<file path="src/rtl/kpdt_pkg.sv">
// shared types, constants and helpers of the key press duration tracker
// no dependencies
package kpdt_pkg;

    localparam int QUEUE_DEPTH = 16;
    localparam int IDX_W = $clog2(QUEUE_DEPTH);
    localparam int CNT_W = $clog2(QUEUE_DEPTH + 1);
    localparam int SUM_W = $clog2(2 * QUEUE_DEPTH);

    localparam logic [31:0] MAX_HOLD_RESET = 32'd1000;

    localparam logic [1:0] KIND_TAP     = 2'd0;
    localparam logic [1:0] KIND_TIMEOUT = 2'd1;
    localparam logic [1:0] KIND_DROP    = 2'd2;

    typedef struct packed {
        logic [4:0] layer;
        logic [3:0] row;
        logic [4:0] col;
    } key_t;

    typedef struct packed {
        key_t        key;
        logic        done;
        logic [31:0] start;
        logic [31:0] gap;
        logic [31:0] hold;
    } entry_t;

    typedef struct packed {
        logic [4:0]  col;
        logic [3:0]  row;
        logic [4:0]  layer;
        logic [31:0] hold;
        logic [31:0] gap;
        logic [1:0]  kind;
        logic        last;
    } result_t;

    typedef struct packed {
        logic             rd_en;
        logic [IDX_W-1:0] rd_addr;
        logic             wr_en;
        logic [IDX_W-1:0] wr_addr;
        entry_t           wr_data;
    } mem_req_t;

    typedef struct packed {
        logic [31:0] a;
        logic [31:0] b;
        logic [31:0] hold;
        logic        use_hold;
    } alu_req_t;

    typedef struct packed {
        logic [31:0] diff;
        logic [31:0] value;
        logic        gt;
    } alu_rsp_t;

    // ring slot at an offset from the head
    function automatic logic [IDX_W-1:0] slot_of(input logic [IDX_W-1:0] head,
                                                 input logic [CNT_W-1:0] off);
        logic [SUM_W-1:0] s;
        s = SUM_W'(head) + SUM_W'(off);
        if (s >= SUM_W'(QUEUE_DEPTH))
        begin
            s = s - SUM_W'(QUEUE_DEPTH);
        end
        return s[IDX_W-1:0];
    endfunction

endpackage

</file>
<file path="src/rtl/kpdt_ifs.sv">
// valid/ready channel interfaces: key events in, results out, config writes
// no dependencies
interface kpdt_evt_if;
    logic        valid;
    logic        ready;
    logic        cmd;
    logic [4:0]  key_col;
    logic [3:0]  key_row;
    logic [4:0]  key_layer;
    logic [31:0] now_ms;

    modport source (output valid, cmd, key_col, key_row, key_layer, now_ms, input ready);
    modport sink   (input valid, cmd, key_col, key_row, key_layer, now_ms, output ready);
endinterface

interface kpdt_tap_if;
    logic        valid;
    logic        ready;
    logic [4:0]  tap_col;
    logic [3:0]  tap_row;
    logic [4:0]  tap_layer;
    logic [31:0] hold_ms;
    logic [31:0] gap_ms;
    logic [1:0]  kind;
    logic        last;

    modport source (output valid, tap_col, tap_row, tap_layer, hold_ms, gap_ms, kind, last,
                    input ready);
    modport sink   (input valid, tap_col, tap_row, tap_layer, hold_ms, gap_ms, kind, last,
                    output ready);
endinterface

interface kpdt_cfg_if;
    logic        valid;
    logic        ready;
    logic [31:0] data;

    modport source (output valid, data, input ready);
    modport sink   (input valid, data, output ready);
endinterface

</file>
<file path="src/rtl/kpdt_alu.sv">
// shared 32-bit subtract and limit compare used by the release scan, head retirement and press append steps
// depends on kpdt_pkg
module kpdt_alu (
    input  kpdt_pkg::alu_req_t req,
    input  logic [31:0]        limit,
    output kpdt_pkg::alu_rsp_t rsp
);
    import kpdt_pkg::*;

    always_comb
    begin
        rsp.diff  = req.a - req.b;
        rsp.value = req.use_hold ? req.hold : rsp.diff;
        rsp.gt    = rsp.value > limit;
    end

endmodule

</file>
<file path="src/rtl/kpdt_queue_mem.sv">
// entry ring storage, one write and one registered read per cycle
// depends on kpdt_pkg
module kpdt_queue_mem (
    input  logic               clk,
    input  kpdt_pkg::mem_req_t req,
    output kpdt_pkg::entry_t   rd_data
);
    import kpdt_pkg::*;

    entry_t entry_mem [QUEUE_DEPTH];
    entry_t rd_data_reg;

    always_ff @(posedge clk)
    begin
        if (req.wr_en)
        begin
            entry_mem[req.wr_addr] <= req.wr_data;
        end
        if (req.rd_en)
        begin
            rd_data_reg <= entry_mem[req.rd_addr];
        end
    end

    assign rd_data = rd_data_reg;

endmodule

</file>
<file path="src/rtl/kpdt_seq.sv">
// event sequencer: release scan, head retirement, press append, result staging
// depends on kpdt_pkg, kpdt_ifs, drives kpdt_queue_mem and kpdt_alu
module kpdt_seq (
    input  logic               clk,
    input  logic               rst_n,
    kpdt_evt_if.sink           evt,
    kpdt_tap_if.source         tap,
    output kpdt_pkg::mem_req_t mem_req,
    input  kpdt_pkg::entry_t   rd_data,
    output kpdt_pkg::alu_req_t alu_req,
    input  kpdt_pkg::alu_rsp_t alu_rsp
);
    import kpdt_pkg::*;

    localparam logic [2:0] ST_IDLE     = 3'd0;
    localparam logic [2:0] ST_SCAN_RD  = 3'd1;
    localparam logic [2:0] ST_SCAN_CHK = 3'd2;
    localparam logic [2:0] ST_RET_RD   = 3'd3;
    localparam logic [2:0] ST_RET_CHK  = 3'd4;
    localparam logic [2:0] ST_POST     = 3'd5;
    localparam logic [2:0] ST_FLUSH    = 3'd6;

    logic [2:0]       state_reg, state_next;
    logic             cmd_reg, cmd_next;
    key_t             key_reg, key_next;
    logic [31:0]      now_reg, now_next;
    logic             seen_reg, seen_next;
    logic [31:0]      prev_reg, prev_next;
    logic [IDX_W-1:0] head_reg, head_next;
    logic [CNT_W-1:0] count_reg, count_next;
    logic [CNT_W-1:0] idx_reg, idx_next;
    result_t          pend_reg, pend_next;
    logic             pend_valid_reg, pend_valid_next;
    result_t          out_reg, out_next;
    logic             out_valid_reg, out_valid_next;

    logic can_push;
    logic push;
    logic push_last;

    always_ff @(posedge clk or negedge rst_n)
    begin
        if (!rst_n)
        begin
            state_reg      <= ST_IDLE;
            seen_reg       <= 1'b0;
            prev_reg       <= '0;
            head_reg       <= '0;
            count_reg      <= '0;
            idx_reg        <= '0;
            pend_valid_reg <= 1'b0;
            out_valid_reg  <= 1'b0;
        end
        else
        begin
            state_reg      <= state_next;
            seen_reg       <= seen_next;
            prev_reg       <= prev_next;
            head_reg       <= head_next;
            count_reg      <= count_next;
            idx_reg        <= idx_next;
            pend_valid_reg <= pend_valid_next;
            out_valid_reg  <= out_valid_next;
        end
    end

    always_ff @(posedge clk)
    begin
        cmd_reg  <= cmd_next;
        key_reg  <= key_next;
        now_reg  <= now_next;
        pend_reg <= pend_next;
        out_reg  <= out_next;
    end

    // shared unit operands
    always_comb
    begin
        alu_req.a        = now_reg;
        alu_req.b        = (state_reg == ST_POST) ? prev_reg : rd_data.start;
        alu_req.hold     = rd_data.hold;
        alu_req.use_hold = rd_data.done;
    end

    assign can_push = !out_valid_reg || tap.ready;

    always_comb
    begin
        state_next      = state_reg;
        cmd_next        = cmd_reg;
        key_next        = key_reg;
        now_next        = now_reg;
        seen_next       = seen_reg;
        prev_next       = prev_reg;
        head_next       = head_reg;
        count_next      = count_reg;
        idx_next        = idx_reg;
        pend_next       = pend_reg;
        pend_valid_next = pend_valid_reg;
        out_next        = out_reg;
        out_valid_next  = out_valid_reg;
        push            = 1'b0;
        push_last       = 1'b0;

        mem_req         = '0;
        mem_req.rd_addr = head_reg;
        mem_req.wr_addr = slot_of(head_reg, count_reg);
        mem_req.wr_data = rd_data;

        if (out_valid_reg && tap.ready)
        begin
            out_valid_next = 1'b0;
        end

        unique case (state_reg)
            ST_IDLE:
            begin
                if (evt.valid)
                begin
                    cmd_next  = evt.cmd;
                    key_next  = '{layer: evt.key_layer, row: evt.key_row, col: evt.key_col};
                    now_next  = evt.now_ms;
                    idx_next  = '0;
                    if (!seen_reg)
                    begin
                        seen_next = 1'b1;
                        prev_next = evt.now_ms;
                    end
                    if (!evt.cmd && count_reg != '0)
                    begin
                        state_next = ST_SCAN_RD;
                    end
                    else
                    begin
                        state_next = ST_RET_RD;
                    end
                end
            end
            ST_SCAN_RD:
            begin
                if (idx_reg == count_reg)
                begin
                    state_next = ST_RET_RD;
                end
                else
                begin
                    mem_req.rd_en   = 1'b1;
                    mem_req.rd_addr = slot_of(head_reg, idx_reg);
                    state_next      = ST_SCAN_CHK;
                end
            end
            ST_SCAN_CHK:
            begin
                // oldest open entry of the same matrix position takes the release
                if (!rd_data.done && rd_data.key.col == key_reg.col
                    && rd_data.key.row == key_reg.row)
                begin
                    mem_req.wr_en        = 1'b1;
                    mem_req.wr_addr      = slot_of(head_reg, idx_reg);
                    mem_req.wr_data.done = 1'b1;
                    mem_req.wr_data.hold = alu_rsp.diff;
                    state_next           = ST_RET_RD;
                end
                else
                begin
                    idx_next   = idx_reg + CNT_W'(1);
                    state_next = ST_SCAN_RD;
                end
            end
            ST_RET_RD:
            begin
                if (count_reg == '0)
                begin
                    state_next = ST_POST;
                end
                else
                begin
                    mem_req.rd_en   = 1'b1;
                    mem_req.rd_addr = head_reg;
                    state_next      = ST_RET_CHK;
                end
            end
            ST_RET_CHK:
            begin
                if (!rd_data.done && !alu_rsp.gt)
                begin
                    state_next = ST_POST;
                end
                else if (!pend_valid_reg || can_push)
                begin
                    push            = pend_valid_reg;
                    pend_next.col   = rd_data.key.col;
                    pend_next.row   = rd_data.key.row;
                    pend_next.layer = rd_data.key.layer;
                    pend_next.hold  = alu_rsp.value;
                    pend_next.gap   = rd_data.gap;
                    pend_next.kind  = alu_rsp.gt ? KIND_TIMEOUT : KIND_TAP;
                    pend_next.last  = 1'b0;
                    pend_valid_next = 1'b1;
                    head_next       = slot_of(head_reg, CNT_W'(1));
                    count_next      = count_reg - CNT_W'(1);
                    state_next      = ST_RET_RD;
                end
            end
            ST_POST:
            begin
                if (!cmd_reg)
                begin
                    state_next = ST_FLUSH;
                end
                else if (count_reg == CNT_W'(QUEUE_DEPTH))
                begin
                    // queue full: report the press as dropped
                    if (!pend_valid_reg || can_push)
                    begin
                        push            = pend_valid_reg;
                        prev_next       = now_reg;
                        pend_next.col   = key_reg.col;
                        pend_next.row   = key_reg.row;
                        pend_next.layer = key_reg.layer;
                        pend_next.hold  = '0;
                        pend_next.gap   = alu_rsp.diff;
                        pend_next.kind  = KIND_DROP;
                        pend_next.last  = 1'b0;
                        pend_valid_next = 1'b1;
                        state_next      = ST_FLUSH;
                    end
                end
                else
                begin
                    prev_next             = now_reg;
                    mem_req.wr_en         = 1'b1;
                    mem_req.wr_addr       = slot_of(head_reg, count_reg);
                    mem_req.wr_data.key   = key_reg;
                    mem_req.wr_data.done  = 1'b0;
                    mem_req.wr_data.start = now_reg;
                    mem_req.wr_data.gap   = alu_rsp.diff;
                    mem_req.wr_data.hold  = '0;
                    count_next            = count_reg + CNT_W'(1);
                    state_next            = ST_FLUSH;
                end
            end
            ST_FLUSH:
            begin
                if (!pend_valid_reg)
                begin
                    state_next = ST_IDLE;
                end
                else if (can_push)
                begin
                    push            = 1'b1;
                    push_last       = 1'b1;
                    pend_valid_next = 1'b0;
                    state_next      = ST_IDLE;
                end
            end
            default:
            begin
                state_next = ST_IDLE;
            end
        endcase

        if (push)
        begin
            out_next       = pend_reg;
            out_next.last  = push_last;
            out_valid_next = 1'b1;
        end
    end

    assign evt.ready     = (state_reg == ST_IDLE);
    assign tap.valid     = out_valid_reg;
    assign tap.tap_col   = out_reg.col;
    assign tap.tap_row   = out_reg.row;
    assign tap.tap_layer = out_reg.layer;
    assign tap.hold_ms   = out_reg.hold;
    assign tap.gap_ms    = out_reg.gap;
    assign tap.kind      = out_reg.kind;
    assign tap.last      = out_reg.last;

endmodule

</file>
<file path="src/rtl/key_press_duration_tracker.sv">
// Key press duration tracker. Each key event is accepted, then for a release the scan reads
// queued entries from the head, each read followed by a check, until one matches or all are
// checked; then entries are read and checked at the head and retired until an open entry
// within the limit stops retirement or the queue drains; then the press is appended or,
// if the queue is full, dropped (a release skips this step), and the final word is flushed.
// The result channel can stall each result word. The entry store has a single read port whose
// read data is registered before the shared subtract and limit compare act on it.
// The event channel is ready only between events; the config channel is always ready
// and must be written only while the block is idle.
// depends on kpdt_pkg, kpdt_ifs, kpdt_alu, kpdt_queue_mem, kpdt_seq
module key_press_duration_tracker (
    input  logic       clk,
    input  logic       rst_n,
    kpdt_evt_if.sink   evt,
    kpdt_tap_if.source tap,
    kpdt_cfg_if.sink   cfg
);
    import kpdt_pkg::*;

    logic [31:0] max_hold_reg;
    mem_req_t    mem_req;
    entry_t      rd_data;
    alu_req_t    alu_req;
    alu_rsp_t    alu_rsp;

    always_ff @(posedge clk or negedge rst_n)
    begin
        if (!rst_n)
        begin
            max_hold_reg <= MAX_HOLD_RESET;
        end
        else if (cfg.valid)
        begin
            max_hold_reg <= cfg.data;
        end
    end

    assign cfg.ready = 1'b1;

    kpdt_queue_mem u_mem (
        .clk     (clk),
        .req     (mem_req),
        .rd_data (rd_data)
    );

    kpdt_alu u_alu (
        .req   (alu_req),
        .limit (max_hold_reg),
        .rsp   (alu_rsp)
    );

    kpdt_seq u_seq (
        .clk     (clk),
        .rst_n   (rst_n),
        .evt     (evt),
        .tap     (tap),
        .mem_req (mem_req),
        .rd_data (rd_data),
        .alu_req (alu_req),
        .alu_rsp (alu_rsp)
    );

endmodule

</file>
<file path="src/flat_wrapper.sv">
// flat-port wrapper written by rule: the top's interface ports become plain ports
module key_press_duration_tracker_flat import kpdt_pkg::*;
  (clk, rst_n, evt_valid, evt_cmd, evt_key_col, evt_key_row, evt_key_layer, evt_now_ms, evt_ready, tap_valid, tap_tap_col, tap_tap_row, tap_tap_layer, tap_hold_ms, tap_gap_ms, tap_kind, tap_last, tap_ready, cfg_valid, cfg_data, cfg_ready);
  kpdt_evt_if evt_i ();
  kpdt_tap_if tap_i ();
  kpdt_cfg_if cfg_i ();
  input  logic clk;
  input  logic rst_n;
  input wire logic [$bits(evt_i.valid)-1:0] evt_valid;
  input wire logic [$bits(evt_i.cmd)-1:0] evt_cmd;
  input wire logic [$bits(evt_i.key_col)-1:0] evt_key_col;
  input wire logic [$bits(evt_i.key_row)-1:0] evt_key_row;
  input wire logic [$bits(evt_i.key_layer)-1:0] evt_key_layer;
  input wire logic [$bits(evt_i.now_ms)-1:0] evt_now_ms;
  output wire logic [$bits(evt_i.ready)-1:0] evt_ready;
  output wire logic [$bits(tap_i.valid)-1:0] tap_valid;
  output wire logic [$bits(tap_i.tap_col)-1:0] tap_tap_col;
  output wire logic [$bits(tap_i.tap_row)-1:0] tap_tap_row;
  output wire logic [$bits(tap_i.tap_layer)-1:0] tap_tap_layer;
  output wire logic [$bits(tap_i.hold_ms)-1:0] tap_hold_ms;
  output wire logic [$bits(tap_i.gap_ms)-1:0] tap_gap_ms;
  output wire logic [$bits(tap_i.kind)-1:0] tap_kind;
  output wire logic [$bits(tap_i.last)-1:0] tap_last;
  input wire logic [$bits(tap_i.ready)-1:0] tap_ready;
  input wire logic [$bits(cfg_i.valid)-1:0] cfg_valid;
  input wire logic [$bits(cfg_i.data)-1:0] cfg_data;
  output wire logic [$bits(cfg_i.ready)-1:0] cfg_ready;
  assign evt_i.valid = evt_valid;
  assign evt_i.cmd = evt_cmd;
  assign evt_i.key_col = evt_key_col;
  assign evt_i.key_row = evt_key_row;
  assign evt_i.key_layer = evt_key_layer;
  assign evt_i.now_ms = evt_now_ms;
  assign evt_ready = evt_i.ready;
  assign tap_valid = tap_i.valid;
  assign tap_tap_col = tap_i.tap_col;
  assign tap_tap_row = tap_i.tap_row;
  assign tap_tap_layer = tap_i.tap_layer;
  assign tap_hold_ms = tap_i.hold_ms;
  assign tap_gap_ms = tap_i.gap_ms;
  assign tap_kind = tap_i.kind;
  assign tap_last = tap_i.last;
  assign tap_i.ready = tap_ready;
  assign cfg_i.valid = cfg_valid;
  assign cfg_i.data = cfg_data;
  assign cfg_ready = cfg_i.ready;
  key_press_duration_tracker u_core (.clk(clk), .rst_n(rst_n), .evt(evt_i), .tap(tap_i), .cfg(cfg_i));
endmodule
</file>
<file path="config.mk">
export PLATFORM = sky130hd
export DESIGN_NAME = key_press_duration_tracker_flat
export DESIGN_NICKNAME = d
export VERILOG_FILES = /design/src/rtl/kpdt_pkg.sv /design/src/rtl/kpdt_ifs.sv /design/src/rtl/kpdt_alu.sv /design/src/rtl/kpdt_queue_mem.sv /design/src/rtl/kpdt_seq.sv /design/src/rtl/key_press_duration_tracker.sv /design/src/flat_wrapper.sv
export SDC_FILE = /design/constraint.sdc
export NUM_CORES = 2
export LEC_CHECK = 0
export ABC_AREA = 0
export BUFFER_PORTS_ARGS = -buffer_cell sky130_fd_sc_hd__buf_4
export CORE_MARGIN = 1.5
export CORE_UTILIZATION = 55
export CTS_BUF_LIST = sky130_fd_sc_hd__clkbuf_16
export DETAILED_ROUTE_END_ITERATION = 8
export PLACE_DENSITY = 0.71
export SLEW_MARGIN = 20
export SYNTH_ARGS = -nofsm -noshare
export SYNTH_HDL_FRONTEND = slang
export SYNTH_SLANG_ARGS = --single-unit
</file>
<file path="constraint.sdc">
create_clock -name clk -period 16 [get_ports clk]
set_input_delay 1.6 -clock clk [delete_from_list [all_inputs] [get_ports clk]]
set_output_delay 1.6 -clock clk [all_outputs]
set_load 0.02 [all_outputs]
</file>
==> impl_metrics.yaml <==
run_status:
  status: "completed"
synth:
  seq_area_frac_synth_pct: 76.3
  synthArstFlopShare_pct: 3.85
  yosys_warnings: 0
  synthCells: 4417
  ys_types: 67
  synth_nets: 4579
  synthFlopType: "edfxtp_1"
  synth_edf_count: 2095
  synth_area_um2: 85200
  syn_avg_cell_area_um2: 19.3
  ys_ff_latch: 2179
sta:
  finalHoldViolCount: 0
  finalSetupViolCount: 0
  final-max-slew-violation-count: 0
  worst_pin_slew_ns: 1.29
  fmax_mhz: 110
  skew_ns: 0.0519
  fin_crit_ns: 9.13
  rsz0062_at_grt: "false"
  fin_crit_sh_pct: 57.1
  slew_headroom_pct: 13.1
  setup_tns_ns: 0
route:
  wl_per_cell_um: 32.4
  drt-pass1-iter-count: 6
  drcViolationCount: 0
  post_drt_via_cell_ratio: 6.52
  drtAntennaViolNets: 0
  route.vias.total: 44949
  routed_wirelength_um: 223000
  drtIter0Drc: 5958
global_routing:
  grt_use_met2_pct: 44.5
  grtUsageMet3_pct: 7.04
  track_usage_pct: 28.5
  gr-total-overflow: 0
  grt_busiest_layer: "met2"
  grt_pass1_wl_um: 319000
  grt.met1_usage_pct: 40.1
  grt_pass1_vias: 44608
  antenna_found_initial: 19
  grt_max_degree: 142
clocking:
  postCtsSetupBuffers: 0
  cts.clk_slew.worst_paths_ns: 0.06
  worstSkewPairLatency_ns: 0.86
  clock_sinks: 2179
  cts_resized: 0
  cts-hold-fix-buffers: 0
  numCtsBuffers: 206
  clockRootBuffer: "clkbuf_16"
  clockBufferDepth: 3
  ctsHtreeMaxLevel: 4
  cts_tree: "done"
critical_path:
  cp.required_ns: 16.47
  crit_path_end_kind: "flop"
  critPathKind: "flop to flop"
  worst_setup_path_start_kind: "flop"
  cp_data_arrival_time_ns: 9.60
  path_max_fanout: 65
pwr:
  power.share.clock_pct: 23.2
  power.switching_mw: 7.20
  swShare_pct: 35.1
  power_leakage_nw: 32.3
  power.internal_mw: 13.3
  combPwrFrac_pct: 37.2
  irDropWorstVdd_v: 0.000147
  power.density_nw_per_um2: 213
  seq_power_share_pct: 39.6
job:
  max_cap_violations: 0
place:
  gp_congestion: 0.910
  place_hpwl_um: 126000
  portBuffers: 166
cells_and_area:
  layout-drive-gt1-share_pct: 22.3
  area_growth_pct: 12.7
  largest_reg_flops: 1776
  mostFrequentLayoutCells: "edfxtp_1 (2095), nand2_1 (498), mux4_2 (444), buf_4 (271), a22oi_1 (222)"
  mostFrequentLayoutCell: "edfxtp_1"
  nets: 4843
  final_core_util_pct: 62.3
floorplan:
  die_h_um: 397
  start_util_pct: 55.3
  rows: 144
  fp.dieW_um: 397
  core_um2: 154000
  ios: 168
  die_area_um2: 157000
hold_path:
  hp-class: "flop to flop"
## metal layers
| metal | vias up | part of all wire [%] |
|---|---|---|
| li1 | 18398 | - |
| met1 | 23453 | 38 |
| met2 | 2738 | 48 |
| met3 | 352 | 11 |
| met4 | 8 | 2.9 |
| met5 | - | 0.021 |
## synth_stat cells (all sizes together) (6+ instances only)
cell    instances  share of area, %
mux2i          70              0.82
nand3          48              0.28
a21o           31              0.27
nand4          16              0.12
and2           23              0.17
clkbuf        135              0.59
xnor2          34              0.35
o21ai         214               1.3
nor2b           6             0.044
ha             74               1.1
and3            8             0.059
nor3           18              0.11
o31ai           6             0.053
buf            93              0.53
a21oi          61              0.36
mux4          444                12
nand2         498               2.2
nor2           50              0.22
a22oi         222               2.0
xor2           26              0.27
o22ai          11             0.081
inv            60              0.26
dfrtp          78               2.3
nand2b         10             0.073
dfstp           6              0.18
edfxtp       2095                74
## layout make-up
cell class	instances	area, um2
Clock inverter	165	1380
Inverter	61	234
Clock buffer	207	5180
Tap cell	2044	2560
Timing Repair Buffer	284	2280
Sequential cell	2179	65000
Fill cell	10445	58000
Multi-Input combinational cell	1949	19400
Antenna cell	10	25.0
## path summary, 6_finish.rpt
kind / start / to / slack [ns] / depth (start not counted)
hold / removal: u_core.u_seq.pend_reg[73] / u_core.u_seq.tap.tap_row[1] / 0.41 / 0
setup reg to reg: u_core.u_seq.state_reg[0] / u_core.u_seq.tap.hold_ms[20] / 6.87 / 25
hold reg to reg: u_core.u_seq.pend_reg[73] / u_core.u_seq.tap.tap_row[1] / 0.41 / 0
setup / recovery: u_core.u_seq.state_reg[0] / u_core.u_seq.tap.hold_ms[20] / 6.87 / 25
min in group asynchronous: rst_n / u_core.max_hold_reg[2] / 0.80 / 1
max in group asynchronous: rst_n / u_core.u_seq.pend_valid_reg / 13.96 / 2
## power groups by stage
stage	registers, mW	logic, mW	clock network [mW]
3_3_place_gp	8.22	7.37	0
2_1_floorplan	8.08	5.15	0
4_1_cts	8.11	7.54	4.80
5_1_grt	8.14	8.18	5.00
3_5_place_dp	8.22	7.49	0
6_report	8.13	7.62	4.76
## cell families (layout without fill, tap and decap cells)
family	count (synthesis)	after routing	share of synthesized area [%]
xor gates and xnor gates	60	60	0.617
DFF	2179	2179	76.3
buffers and inverters	289	717	1.39
AOI/OAI and AO/OA	600	600	4.54
and+or+nand+nor	691	691	3.37
adders and majority gates	78	78	1.18
other	1	11	0.00440
muxes	519	519	12.6
## metrics by stage
step	total power [mW]	setup slack (ns)	hold WS, ns	area (um2)	cells
2_1_floorplan	13.2	5.44	0.400	85200	4417
3_3_place_gp	15.6	7.25	0.402	89300	6515
3_5_place_dp	15.7	7.06	0.405	89300	6515
4_1_cts	20.5	7.08	0.405	95900	6887
5_1_grt	21.3	6.22	0.425	96000	6895
6_report	20.5	6.87	0.409	96000	6899
## worst max-delay path: stages, from the launching register on
cell and delay [ns]:
dfrtp_1 0.56, clkinv_1 0.39, nor2_4 0.48, buf_4 0.69
inv_6 0.40, nand2_1 0.17, nand2_1 0.09, ha_1 0.20
nor2b_1 0.16, o2111ai_1 0.20, and2_1 0.23, o311a_1 0.40
a211oi_1 0.58, o22ai_1 0.20, xor2_1 0.49, o21ai_0 0.17
ha_1 0.34, and2_0 0.16, nand4_1 0.17, nor4_1 0.55
a21oi_1 0.18, o21ai_1 0.16, buf_4 0.22, a21oi_1 0.13
nor2_4 0.48, buf_4 0.81
No activity file was read; power rests on OpenSTA's default activity.
